**src/design/reverse_and_add_palindrome_assert.svh**
```systemverilog
// Assertion macros for the reverse-and-add block.
// RAP_ASSERT_IMP checks a same-cycle implication, RAP_ASSERT_NXT a next-cycle one.
`ifndef REVERSE_AND_ADD_PALINDROME_ASSERT_SVH
`define REVERSE_AND_ADD_PALINDROME_ASSERT_SVH
`ifndef SYNTHESIS
`define RAP_ASSERT_IMP(lbl, clk, rst, ante, cons, msg) \
   lbl: assert property (@(posedge clk) disable iff (rst) (ante) |-> (cons)) \
      else $error(msg);
`define RAP_ASSERT_NXT(lbl, clk, rst, ante, cons, msg) \
   lbl: assert property (@(posedge clk) disable iff (rst) (ante) |=> (cons)) \
      else $error(msg);
`else
`define RAP_ASSERT_IMP(lbl, clk, rst, ante, cons, msg)
`define RAP_ASSERT_NXT(lbl, clk, rst, ante, cons, msg)
`endif
`endif

```
**src/design/rap_pkg.sv**
```systemverilog
package rap_pkg;

   // Field widths of the request and response beats
   localparam int unsigned VALUE_W   = 32;
   localparam int unsigned INDEX_W   = 4;
   localparam int unsigned COUNT_W   = 4;
   localparam int unsigned DIGIT_W   = 4;
   localparam int unsigned REV_W     = 34;
   localparam int unsigned STEP_W    = 8;
   localparam logic [STEP_W-1:0] STEP_MAX = '1;

   // Digit position counter, enough for 20 decimal digits
   localparam int unsigned POS_W     = 5;

   // Default datapath width of the iteration
   localparam int unsigned DEF_WIDTH = 32;

   // Width converted by the reverse unit: the value itself or the iterate
   function automatic int unsigned conv_width(input int unsigned w);
      return (w > VALUE_W) ? w : VALUE_W;
   endfunction

   // Decimal digits of 2**w - 1 (1233/4096 approximates log10(2))
   function automatic int unsigned max_dec_digits(input int unsigned w);
      return ((w * 1233) >> 12) + 1;
   endfunction

   // Status of the reverse unit towards the sequencer
   typedef struct packed {
      logic               busy;
      logic               done;
      logic               dig_strobe;
      logic [DIGIT_W-1:0] digit;
      logic [POS_W-1:0]   pos;
   } rap_unit_stat_type;

endpackage

```
**src/design/rap_rev_unit.sv**
```systemverilog
`include "reverse_and_add_palindrome_assert.svh"

// Shared digit-reverse unit: double-dabble conversion one bit a cycle,
// then Horner accumulation of the digits from the units upwards.
module rap_rev_unit #(
   parameter int unsigned WIDTH = rap_pkg::DEF_WIDTH,
   localparam int unsigned CW   = rap_pkg::conv_width(WIDTH),
   localparam int unsigned RW   = CW + 4
) (
   input  logic                       clock,
   input  logic                       reset,
   input  logic                       start,
   input  logic [CW-1:0]              operand,
   output rap_pkg::rap_unit_stat_type stat,
   output logic [RW-1:0]              rev
);
   import rap_pkg::*;

   localparam int unsigned ND    = max_dec_digits(CW);
   localparam int unsigned BW    = 4 * ND;
   localparam int unsigned CNT_W = $clog2(CW + 1);
   localparam logic [3:0]  ADJ_MIN = 4'd5;
   localparam logic [3:0]  ADJ_ADD = 4'd3;
   localparam logic [3:0]  DIGIT_MAX = 4'd9;

   typedef enum logic [2:0] {
      U_IDLE = 3'b001,
      U_CONV = 3'b010,
      U_ACC  = 3'b100
   } unit_state_type;

   unit_state_type     state_ff, state_in;
   logic [CW-1:0]      bin_ff, bin_in;
   logic [BW-1:0]      bcd_ff, bcd_in;
   logic [BW-1:0]      bcd_adj;
   logic [BW-1:0]      rem_next;
   logic [RW-1:0]      rev_ff, rev_in;
   logic [CNT_W-1:0]   cnt_ff, cnt_in;
   logic               done_ff, done_in;
   logic [DIGIT_W-1:0] digit;

   // add-3 correction on every BCD digit before the shift
   always_comb begin
      for (int i = 0; i < ND; i++) begin
         bcd_adj[4*i +: 4] = (bcd_ff[4*i +: 4] >= ADJ_MIN) ?
                             bcd_ff[4*i +: 4] + ADJ_ADD : bcd_ff[4*i +: 4];
      end
   end

   assign digit    = bcd_ff[DIGIT_W-1:0];
   assign rem_next = bcd_ff >> 4;

   // sequencer of the unit
   always_comb begin
      state_in = state_ff;
      bin_in   = bin_ff;
      bcd_in   = bcd_ff;
      rev_in   = rev_ff;
      cnt_in   = cnt_ff;
      done_in  = 1'b0;
      case (state_ff)
         U_IDLE: begin
            if (start) begin
               bin_in   = operand;
               bcd_in   = '0;
               cnt_in   = '0;
               state_in = U_CONV;
            end
         end
         U_CONV: begin
            {bcd_in, bin_in} = {bcd_adj[BW-2:0], bin_ff, 1'b0};
            cnt_in = cnt_ff + 1'b1;
            if (cnt_ff == CNT_W'(CW - 1)) begin
               cnt_in   = '0;
               rev_in   = '0;
               state_in = U_ACC;
            end
         end
         U_ACC: begin
            // rev * 10 + digit
            rev_in = (rev_ff << 3) + (rev_ff << 1) + RW'(digit);
            bcd_in = rem_next;
            cnt_in = cnt_ff + 1'b1;
            if (rem_next == '0) begin
               done_in  = 1'b1;
               state_in = U_IDLE;
            end
         end
         default: begin
            state_in = U_IDLE;
         end
      endcase
   end

   always_ff @(posedge clock) begin
      if (reset) begin
         state_ff <= U_IDLE;
         done_ff  <= 1'b0;
      end else begin
         state_ff <= state_in;
         done_ff  <= done_in;
      end
      bin_ff <= bin_in;
      bcd_ff <= bcd_in;
      rev_ff <= rev_in;
      cnt_ff <= cnt_in;
   end

   // pos is the digit under the strobe, and the digit count once done
   assign stat.busy       = (state_ff != U_IDLE);
   assign stat.done       = done_ff;
   assign stat.dig_strobe = (state_ff == U_ACC);
   assign stat.digit      = digit;
   assign stat.pos        = cnt_ff[POS_W-1:0];
   assign rev             = rev_ff;

   `RAP_ASSERT_IMP(a_start_idle, clock, reset, start, state_ff == U_IDLE, "start while busy")
   `RAP_ASSERT_IMP(a_done_after_acc, clock, reset, done_ff, $past(state_ff == U_ACC),
                   "done without accumulation")
   `RAP_ASSERT_IMP(a_acc_digit_dec, clock, reset, state_ff == U_ACC, digit <= DIGIT_MAX,
                   "non-decimal digit in accumulation")

endmodule

```
**src/design/reverse_and_add_palindrome.sv**
```systemverilog
// Channel | Dir | Handshake           | Payload
// req     | in  | req_valid/req_ready | value, digit index
// rsp     | out | rsp_valid/rsp_ready | count, digit, reverse, flags, steps, final
//
// One item at a time. Each round runs the shared reverse unit: double-dabble
// conversion of CW bits (CW = max(WIDTH, 32)), accumulation of one decimal digit
// at a time, then the done strobe and the evaluation.
// The beat waits in an output register, so the next item may run meanwhile.
// Reset (synchronous) returns to idle; input stalls while an item runs or waits.
module reverse_and_add_palindrome #(
   parameter int unsigned WIDTH = rap_pkg::DEF_WIDTH
) (
   input  logic                         clock,
   input  logic                         reset,
   input  logic                         req_valid,
   output logic                         req_ready,
   input  logic [rap_pkg::VALUE_W-1:0]  req_value,
   input  logic [rap_pkg::INDEX_W-1:0]  req_digit_index,
   output logic                         rsp_valid,
   input  logic                         rsp_ready,
   output logic [rap_pkg::COUNT_W-1:0]  rsp_digit_count,
   output logic [rap_pkg::DIGIT_W-1:0]  rsp_selected_digit,
   output logic                         rsp_digit_valid,
   output logic [rap_pkg::REV_W-1:0]    rsp_reversed_value,
   output logic                         rsp_palindrome_flag,
   output logic                         rsp_verdict,
   output logic [rap_pkg::STEP_W-1:0]   rsp_step_count,
   output logic [rap_pkg::VALUE_W-1:0]  rsp_final_value
);
   import rap_pkg::*;

   localparam int unsigned CW = conv_width(WIDTH);
   localparam int unsigned RW = CW + 4;

   typedef enum logic [3:0] {
      S_IDLE = 4'b0001,
      S_RUN  = 4'b0010,
      S_EVAL = 4'b0100,
      S_DONE = 4'b1000
   } seq_state_type;

   seq_state_type      state_ff, state_in;
   logic [VALUE_W-1:0] val_ff, val_in;
   logic [INDEX_W-1:0] idx_ff, idx_in;
   logic [WIDTH-1:0]   v_ff, v_in;
   logic               first_ff, first_in;
   logic [STEP_W-1:0]  steps_ff, steps_in;
   logic [DIGIT_W-1:0] sel_ff, sel_in;
   logic [COUNT_W-1:0] count_ff, count_in;
   logic               dv_ff, dv_in;
   logic [REV_W-1:0]   rev_out_ff, rev_out_in;
   logic               pal_ff, pal_in;
   logic               verdict_ff, verdict_in;
   logic [VALUE_W-1:0] final_ff, final_in;

   logic               out_valid_ff, out_valid_in;
   logic [COUNT_W-1:0] out_count_ff;
   logic [DIGIT_W-1:0] out_sel_ff;
   logic               out_dv_ff;
   logic [REV_W-1:0]   out_rev_ff;
   logic               out_pal_ff;
   logic               out_verdict_ff;
   logic [STEP_W-1:0]  out_steps_ff;
   logic [VALUE_W-1:0] out_final_ff;
   logic               load_out;

   rap_unit_stat_type  stat;
   logic [RW-1:0]      rev;
   logic               start;
   logic [CW-1:0]      operand;
   logic [RW:0]        sum;
   logic               over;
   logic               too_wide;
   logic               accept;

   rap_rev_unit #(
      .WIDTH (WIDTH)
   ) u_rev (
      .clock   (clock),
      .reset   (reset),
      .start   (start),
      .operand (operand),
      .stat    (stat),
      .rev     (rev)
   );

   assign req_ready = (state_ff == S_IDLE);
   assign rsp_valid = out_valid_ff;
   assign accept    = req_valid && req_ready;

   // finished item moves out once the output register is free or drains
   assign load_out     = (state_ff == S_DONE) && (!out_valid_ff || rsp_ready);
   assign out_valid_in = load_out || (out_valid_ff && !rsp_ready);

   // next sum and its overflow past WIDTH bits
   assign sum      = (RW + 1)'(rev) + (RW + 1)'(v_ff);
   assign over     = |(sum >> WIDTH);
   assign too_wide = |(CW'(val_ff) >> WIDTH);

   // round sequencer
   always_comb begin
      state_in   = state_ff;
      val_in     = val_ff;
      idx_in     = idx_ff;
      v_in       = v_ff;
      first_in   = first_ff;
      steps_in   = steps_ff;
      sel_in     = sel_ff;
      count_in   = count_ff;
      dv_in      = dv_ff;
      rev_out_in = rev_out_ff;
      pal_in     = pal_ff;
      verdict_in = verdict_ff;
      final_in   = final_ff;
      start      = 1'b0;
      operand    = CW'(req_value);
      case (state_ff)
         S_IDLE: begin
            if (req_valid) begin
               val_in   = req_value;
               idx_in   = req_digit_index;
               v_in     = WIDTH'(req_value);
               first_in = 1'b1;
               steps_in = '0;
               sel_in   = '0;
               start    = 1'b1;
               state_in = S_RUN;
            end
         end
         S_RUN: begin
            // pick the digit of the start value as it streams past
            if (stat.dig_strobe && first_ff && (stat.pos == POS_W'(idx_ff))) begin
               sel_in = stat.digit;
            end
            if (stat.done) begin
               state_in = S_EVAL;
            end
         end
         S_EVAL: begin
            first_in = 1'b0;
            if (first_ff) begin
               count_in   = stat.pos[COUNT_W-1:0];
               dv_in      = ({1'b0, idx_ff} < stat.pos);
               rev_out_in = rev[REV_W-1:0];
               pal_in     = (rev == RW'(val_ff));
            end
            if (first_ff && too_wide) begin
               verdict_in = 1'b1;
               final_in   = val_ff;
               state_in   = S_DONE;
            end else if (rev == RW'(v_ff)) begin
               verdict_in = 1'b0;
               final_in   = VALUE_W'(v_ff);
               state_in   = S_DONE;
            end else if (over) begin
               verdict_in = 1'b1;
               final_in   = VALUE_W'(v_ff);
               state_in   = S_DONE;
            end else begin
               v_in     = sum[WIDTH-1:0];
               steps_in = (steps_ff == STEP_MAX) ? steps_ff : steps_ff + 1'b1;
               start    = 1'b1;
               operand  = CW'(sum[WIDTH-1:0]);
               state_in = S_RUN;
            end
         end
         S_DONE: begin
            if (load_out) begin
               state_in = S_IDLE;
            end
         end
         default: begin
            state_in = S_IDLE;
         end
      endcase
   end

   always_ff @(posedge clock) begin
      if (reset) begin
         state_ff     <= S_IDLE;
         first_ff     <= 1'b0;
         out_valid_ff <= 1'b0;
      end else begin
         state_ff     <= state_in;
         first_ff     <= first_in;
         out_valid_ff <= out_valid_in;
      end
      val_ff     <= val_in;
      idx_ff     <= idx_in;
      v_ff       <= v_in;
      steps_ff   <= steps_in;
      sel_ff     <= sel_in;
      count_ff   <= count_in;
      dv_ff      <= dv_in;
      rev_out_ff <= rev_out_in;
      pal_ff     <= pal_in;
      verdict_ff <= verdict_in;
      final_ff   <= final_in;
   end

   // output register, held until the beat is taken
   always_ff @(posedge clock) begin
      if (load_out) begin
         out_count_ff   <= count_ff;
         out_sel_ff     <= sel_ff;
         out_dv_ff      <= dv_ff;
         out_rev_ff     <= rev_out_ff;
         out_pal_ff     <= pal_ff;
         out_verdict_ff <= verdict_ff;
         out_steps_ff   <= steps_ff;
         out_final_ff   <= final_ff;
      end
   end

   assign rsp_digit_count     = out_count_ff;
   assign rsp_selected_digit  = out_sel_ff;
   assign rsp_digit_valid     = out_dv_ff;
   assign rsp_reversed_value  = out_rev_ff;
   assign rsp_palindrome_flag = out_pal_ff;
   assign rsp_verdict         = out_verdict_ff;
   assign rsp_step_count      = out_steps_ff;
   assign rsp_final_value     = out_final_ff;

   `RAP_ASSERT_NXT(a_accept_starts_unit, clock, reset, accept, stat.busy,
                   "reverse unit not started on accept")
   `RAP_ASSERT_IMP(a_invalid_digit_zero, clock, reset, rsp_valid && !rsp_digit_valid,
                   rsp_selected_digit == '0, "digit set beyond the digit count")
   `RAP_ASSERT_IMP(a_zero_steps_pal, clock, reset,
                   rsp_valid && !rsp_verdict && (rsp_step_count == '0),
                   rsp_palindrome_flag, "palindrome reached at once but flag clear")

endmodule

```
**config.mk**
```make
export PLATFORM = sky130hd
export DESIGN_NAME = reverse_and_add_palindrome
export DESIGN_NICKNAME = d
export VERILOG_FILES = /design/src/design/rap_pkg.sv /design/src/design/rap_rev_unit.sv /design/src/design/reverse_and_add_palindrome.sv
export VERILOG_INCLUDE_DIRS = /design/src /design/src/design
export SDC_FILE = /design/constraint.sdc
export NUM_CORES = 1
export LEC_CHECK = 0
export BUFFER_PORTS_ARGS = -buffer_cell sky130_fd_sc_hd__buf_2
export CORE_ASPECT_RATIO = 0.9
export CORE_MARGIN = 3
export CORE_UTILIZATION = 55
export DETAILED_ROUTE_END_ITERATION = 12
export PLACE_DENSITY = 0.76
export SYNTH_ARGS = -nofsm -noshare
export SYNTH_HDL_FRONTEND = slang
export SYNTH_HIERARCHICAL = 1
export SYNTH_SLANG_ARGS = --single-unit
```
**constraint.sdc**
```tcl
create_clock -name clock -period 5.25 [get_ports clock]
set_input_delay 1.05 -clock clock [delete_from_list [all_inputs] [get_ports clock]]
set_output_delay 1.05 -clock clock [all_outputs]
set_load 0.05 [all_outputs]
```
# Word-level counts from Yosys, hierarchy flattened
# Cells that the tools add are included.
# Widths: inputs -> output; s select.
word_totals:
  ff_bits: 362
  inputBits: 40
op_classes:
  n_addsub: 15
  reduce_logical: 29
  magnitude_cmp: 11
  eq_ne: 22
  bitwise: 1
  n_mux: 54
op_table:
  columns: ["operator", "n"]
  rows:
  - ["$mux 32", 9]
  - ["$pmux 32 s2", 2]
  - ["$pmux 40 s3", 1]
  - ["$eq 36x32->1", 2]
  - ["$pmux 36 s2", 1]
  - ["$mux 4", 16]
  - ["$ge 4x3->1 const B", 10]
  - ["$logic_not 40->1", 1]
  - ["$mux 40", 1]
  - ["$add 36x32->37", 1]
  - ["$add 36x36->36", 1]
  - ["$add 36x4->36", 1]
  - ["$add 4x2->4 const B", 9]
  - ["$mux 36", 1]
  - ["$mux 8", 4]
  - ["$pmux 6 s3", 1]
  - ["$pmux 4 s4", 1]
  - ["$pmux 8 s2", 1]
  - ["$ne 2x2->1 const B", 7]
  - ["$reduce_and 2->1", 7]
  - ["$mux 3", 4]
  - ["$mux 6", 2]
  - ["$reduce_bool 2->1", 5]
  - ["$pmux 3 s3", 1]
  - ["28 further kinds", 43]

# Logic depth before layout (Yosys ltp)
depth:
  depth_word: 7
  ltp_mapped: 15
  mapped_depth_nobuf: 14

# Modules after synthesis
# Netlist, hierarchy kept.
modules_own_cells:
  columns: ["module", "area_per_inst_um2", "n_inst", "cells_each", "seq_area_each_um2"]
  rows:
  - ["reverse_and_add_palindrome", 11174.5, 1, 762, 7267.0]
  - ["rap_rev_unit", 8074.0, 1, 836, 3503.4]

# Least setup slack after synthesis
# No wires, ideal clock.
synth_timing:
  path_kind: "input to register"
  start: "input port rsp_ready"
  end: "register out_count_ff[0] (netlist: rsp_digit_count[0]), enable pin"
  n_path_buf: 0
  stages: 2
  path_slack_ns: -0.180
  arrival_ns: 4.890
  cell_sequence: "nor2b_1 nor2b_1"
synth_via:
  elab_chain_len: 2
synth_lines:
  columns: ["item", "line_no", "source"]
  rows:
  - ["start, declared", "reverse_and_add_palindrome.sv:20", "input logic rsp_ready,"]
  - ["$logic_or 1x1->1", "reverse_and_add_palindrome.sv:92", "assign load_out = (state_ff == S_DONE) && (!out_valid_ff || rsp_ready);"]
  - ["$logic_and 1x1->1", "reverse_and_add_palindrome.sv:92", null]
  - ["net load_out", "reverse_and_add_palindrome.sv:65", "logic load_out;"]
  - ["end signal, assigned", "reverse_and_add_palindrome.sv:204", "out_count_ff <= count_ff;"]
  - ["end, declared", "reverse_and_add_palindrome.sv:57", "logic [COUNT_W-1:0] out_count_ff;"]
# The timed path passes the listed nets, and every way through them passes these cells.
# A chain may end at the register's enable or synchronous reset.

# Worst setup path in the final report
layout_timing:
  start: "register u_rev.rev_ff[0] (netlist: u_rev/rev[0])"
  end: "register u_rev.bin_ff[20], enable pin"
layout_via:
  elab_chain_len: 7
layout_lines:
  columns: ["item", "line_no", "source"]
  rows:
  - ["start, declared", "rap_rev_unit.sv:37", "logic [RW-1:0] rev_ff, rev_in;"]
  - ["start signal, assigned", "rap_rev_unit.sv:105", "rev_ff <= rev_in;"]
  - ["$add 36x32->37", "reverse_and_add_palindrome.sv:96", "assign sum = (RW + 1)'(rev) + (RW + 1)'(v_ff);"]
  - ["$reduce_or 5->1", "reverse_and_add_palindrome.sv:97", "assign over = |(sum >> WIDTH);"]
  - ["$mux 1", "reverse_and_add_palindrome.sv:155", "end else if (over) begin"]
  - ["$mux 1 (*)", "reverse_and_add_palindrome.sv:151", "end else if (rev == RW'(v_ff)) begin"]
  - ["$pmux 1 s2 (*)", "reverse_and_add_palindrome.sv:117", "case (state_ff)"]
  - ["net start", "reverse_and_add_palindrome.sv:69", "logic start;"]
  - ["$ne 2x2->1 (no line) (*)", null, null]
  - ["$reduce_and 2->1 (no line) (*)", null, null]
  - ["end signal, assigned", "rap_rev_unit.sv:103", "bin_ff <= bin_in;"]
  - ["end, declared", "rap_rev_unit.sv:33", "logic [CW-1:0] bin_ff, bin_in;"]
# The timed path passes the listed nets; every way through them passes the cells marked *.

==> impl_metrics.py <==
metrics = {
    "outcome": {
        "status": "finished clean",
    },
    "setup_path": {
        "cp_cell_sequence": "ha_1, fa_1, a21oi_1, nand4b_4, a2111oi_4, o311ai_1, nor3b_1, mux2_4, o211ai_4, nor2_8, or2_2, nand3b_1, a21o_1, inv_1, buf_4",
        "cp_slowest_cell": "edfxtp_1",
        "startpoint": "u_rev/rev[0]$_SDFFCE_PN0P_",
        "rrSetupSlack_ps": 970,
        "crit_family": "simple AND/OR/NAND/NOR gates",
        "path_depth": 15,
        "path_max_fanout": 32,
        "r2r_start": "u_rev/rev[0]$_SDFFCE_PN0P_",
        "slowest_delay_ps": 480,
        "end_kind": "flip-flop",
        "crit_end": "u_rev/bin_ff[20]$_DFFE_PP_",
        "ff2ff_path_depth": 15,
        "cp.arrival_ps": 4450,
        "required_ps": 5420,
        "r2r_end": "u_rev/bin_ff[20]$_DFFE_PP_",
        "critPathBufInv": 2,
        "critPathKind": "reg2reg",
        "worst_setup_path_start_kind": "flip-flop",
    },
    "floorplan": {
        "core-area_mm2": 0.0343,
        "die_height_um": 183,
        "io_pins": 127,
        "initial_core_util_pct": 56.1,
        "die_w_um": 203,
        "rows": 64,
        "die-area_mm2": 0.0373,
    },
    "clocking": {
        "cts_buffers": 38,
        "post_cts_buffers": 0,
        "holdBufCountCts": 0,
        "cts_tree": "yes",
        "insertion_delay_ps": 540,
        "root_buffer": "clkbuf_16",
        "clock_sinks": 362,
        "ctsHtreeMaxLevel": 2,
        "post_cts_resized": 0,
        "cts.path.max_buffers": 3,
        "clkSlewWorstSetupHoldPaths_ps": 60,
    },
    "timing": {
        "setup_slack_ps": 967,
        "tightest_slew_ps": 1170,
        "rsz0062_at_grt": "no",
        "fin_crit_sh_pct": 81.6,
        "hold_violations": 0,
        "timing.fmax_mhz": 233,
        "fin_tns_setup_ps": 0,
        "period_minus_slack_ps": 4280,
        "setup_viol": 0,
        "slew_headroom_pct": 21.8,
        "drv_slew": 0,
        "fin_skew_ps": 27.5,
    },
    "pwr": {
        "p_sw_mw": 2.77,
        "swShare_pct": 31.5,
        "power_frac_clock_pct": 30.5,
        "internal-power_mw": 6.02,
        "p_leak_nw": 8.03,
        "power_frac_seq_pct": 45.8,
        "ir_worst_vdd_uv": 245,
        "comb_power_share_pct": 23.7,
        "p_per_area_mw_per_mm2": 409,
    },
    "cells_and_area": {
        "fillCellCount": 2642,
        "syn_to_final_growth_pct": 11.6,
        "regArea_mm2": 0.0108,
        "num_antenna_cells": 0,
        "drive_above_1_share_pct": 16.8,
        "multi_input_area_mm2": 0.00790,
        "final_nets": 1880,
    },
    "placement": {
        "place_ws_ps": 1030,
        "portBuffers": 126,
        "dp_hpwl_um": 34900,
        "gp_congestion": 0.997,
    },
    "routing": {
        "drt-total-wl_um": 47800,
        "drc": 0,
        "wire_per_inst_um": 21.8,
        "ant_nets": 0,
        "firstDrtPassIters": 6,
        "vias": 13200,
        "vias_per_cell": 6.02,
        "drt-initial-drc-count": 1049,
    },
    "min_path": {
        "hp-class": "reg2reg",
    },
    "logic_synthesis": {
        "synth_area_mm2": 0.0192,
        "synth.net_count": 1772,
        "yosys_warnings": 6,
        "synth_area_per_cell_um2": 12.0,
        "syn_inst": 1597,
    },
    "global_route": {
        "grt_max_degree": 73,
        "grt_usage_pct": 25.3,
        "grt_overflow": 0,
        "grt_first_pass_wirelength_um": 73200,
        "grtUsageMet2_pct": 42.6,
        "antenna_found_initial": 0,
        "grt_busiest_layer": "met2",
        "grt_pass1_vias": 13000,
        "grt.met1_usage_pct": 34.5,
        "grt_use_met3_pct": 4.09,
    },
    "job": {
        "maxCapViolations": 0,
    },
}
==> how the worst min path moves through the flow <==
stage,from,end,slack (ps),cells after the start
CTS,count_ff[2]$_DFFE_PP_,rsp_digit_count[2]$_DFFE_PP_,400,0
floorplan,count_ff[0]$_DFFE_PP_,rsp_digit_count[0]$_DFFE_PP_,400,0
global route,count_ff[2]$_DFFE_PP_,rsp_digit_count[2]$_DFFE_PP_,420,0
finish,count_ff[2]$_DFFE_PP_,rsp_digit_count[2]$_DFFE_PP_,400,0
global placement,rev_out_ff[9]$_DFFE_PP_,rsp_reversed_value[9]$_DFFE_PP_,400,0
detailed placement,count_ff[2]$_DFFE_PP_,rsp_digit_count[2]$_DFFE_PP_,400,0
==> power by group through the flow <==
stage	sequential, mW	combinational, mW	clock (mW)
after floorplan	4.11	1.38	0
after global placement	4.06	2.01	0
after detailed placement	4.08	2.06	0
after CTS	4.02	2.08	2.73
after global routing	4.07	2.27	2.84
final	4.03	2.08	2.68
==> cell usage in the layout, fill, tap and decap left out, types with 14 or more instances in the layout <==
| cell type | count |
|---|---|
| a21o_1 | 31 |
| a21oi_1 | 110 |
| buf_2 | 126 |
| clkbuf_16 | 39 |
| edfxtp_1 | 352 |
| ha_1 | 132 |
| inv_1 | 56 |
| mux2_2 | 27 |
| mux2_4 | 27 |
| nand2_1 | 201 |
| nand2b_1 | 21 |
| nand3_1 | 29 |
| nand4_1 | 26 |
| nor2_1 | 94 |
| nor3_1 | 17 |
| nor3b_1 | 14 |
| nor4_1 | 16 |
| o21ai_0 | 68 |
| xnor2_1 | 63 |
| xor2_1 | 48 |
==> through the flow <==
stage | cells | utilization [%] | power [mW] | instance area [um2] | hold WS (ps)
final | 2195 | 62.7 | 8.79 | 21500 | 399
after global placement | 2127 | 59.0 | 6.07 | 20200 | 400
after global routing | 2195 | 62.7 | 9.18 | 21500 | 417
after CTS | 2195 | 62.7 | 8.83 | 21500 | 399
after detailed placement | 2127 | 59.0 | 6.14 | 20200 | 405
after floorplan | 1597 | - | 5.49 | 19200 | 400
==> flip-flops by register name, indices dropped and copies added (netlist names), 3 cells and up <==
| signal | flops |
|---|---|
| rsp_reversed_value | 34 |
| final_ff | 32 |
| u_rev/bcd_ff | 40 |
| u_rev/cnt_ff | 6 |
| v_ff | 32 |
| u_rev/bin_ff | 32 |
| idx_ff | 4 |
| rsp_selected_digit | 4 |
| steps_ff | 8 |
| sel_ff | 4 |
| val_ff | 32 |
| rsp_step_count | 8 |
| u_rev/state_ff | 3 |
| rsp_digit_count | 4 |
| state_ff | 4 |
| rsp_final_value | 32 |
| count_ff | 4 |
| rev_out_ff | 34 |
| u_rev/rev | 36 |
==> area by class of cell <==
| cell class | count | area share [%] |
|---|---|---|
| flip-flops and latches | 362 | 50.2 |
| multi-input cells | 1108 | 36.8 |
| clock buffers | 46 | 4.71 |
| repair buffers | 139 | 3.62 |
| well taps | 462 | 2.69 |
| clock inverters | 22 | 1.05 |
| inverters | 56 | 0.979 |
==> metal layers <==
layer / up-vias / wire length [um]
li1: 6116 / -
met1: 6505 / 20100
met2: 506 / 22800
met3: 82 / 3670
met4: 0 / 1220
met5: - / 0
Note: power is estimated with default switching activity, not from simulation.
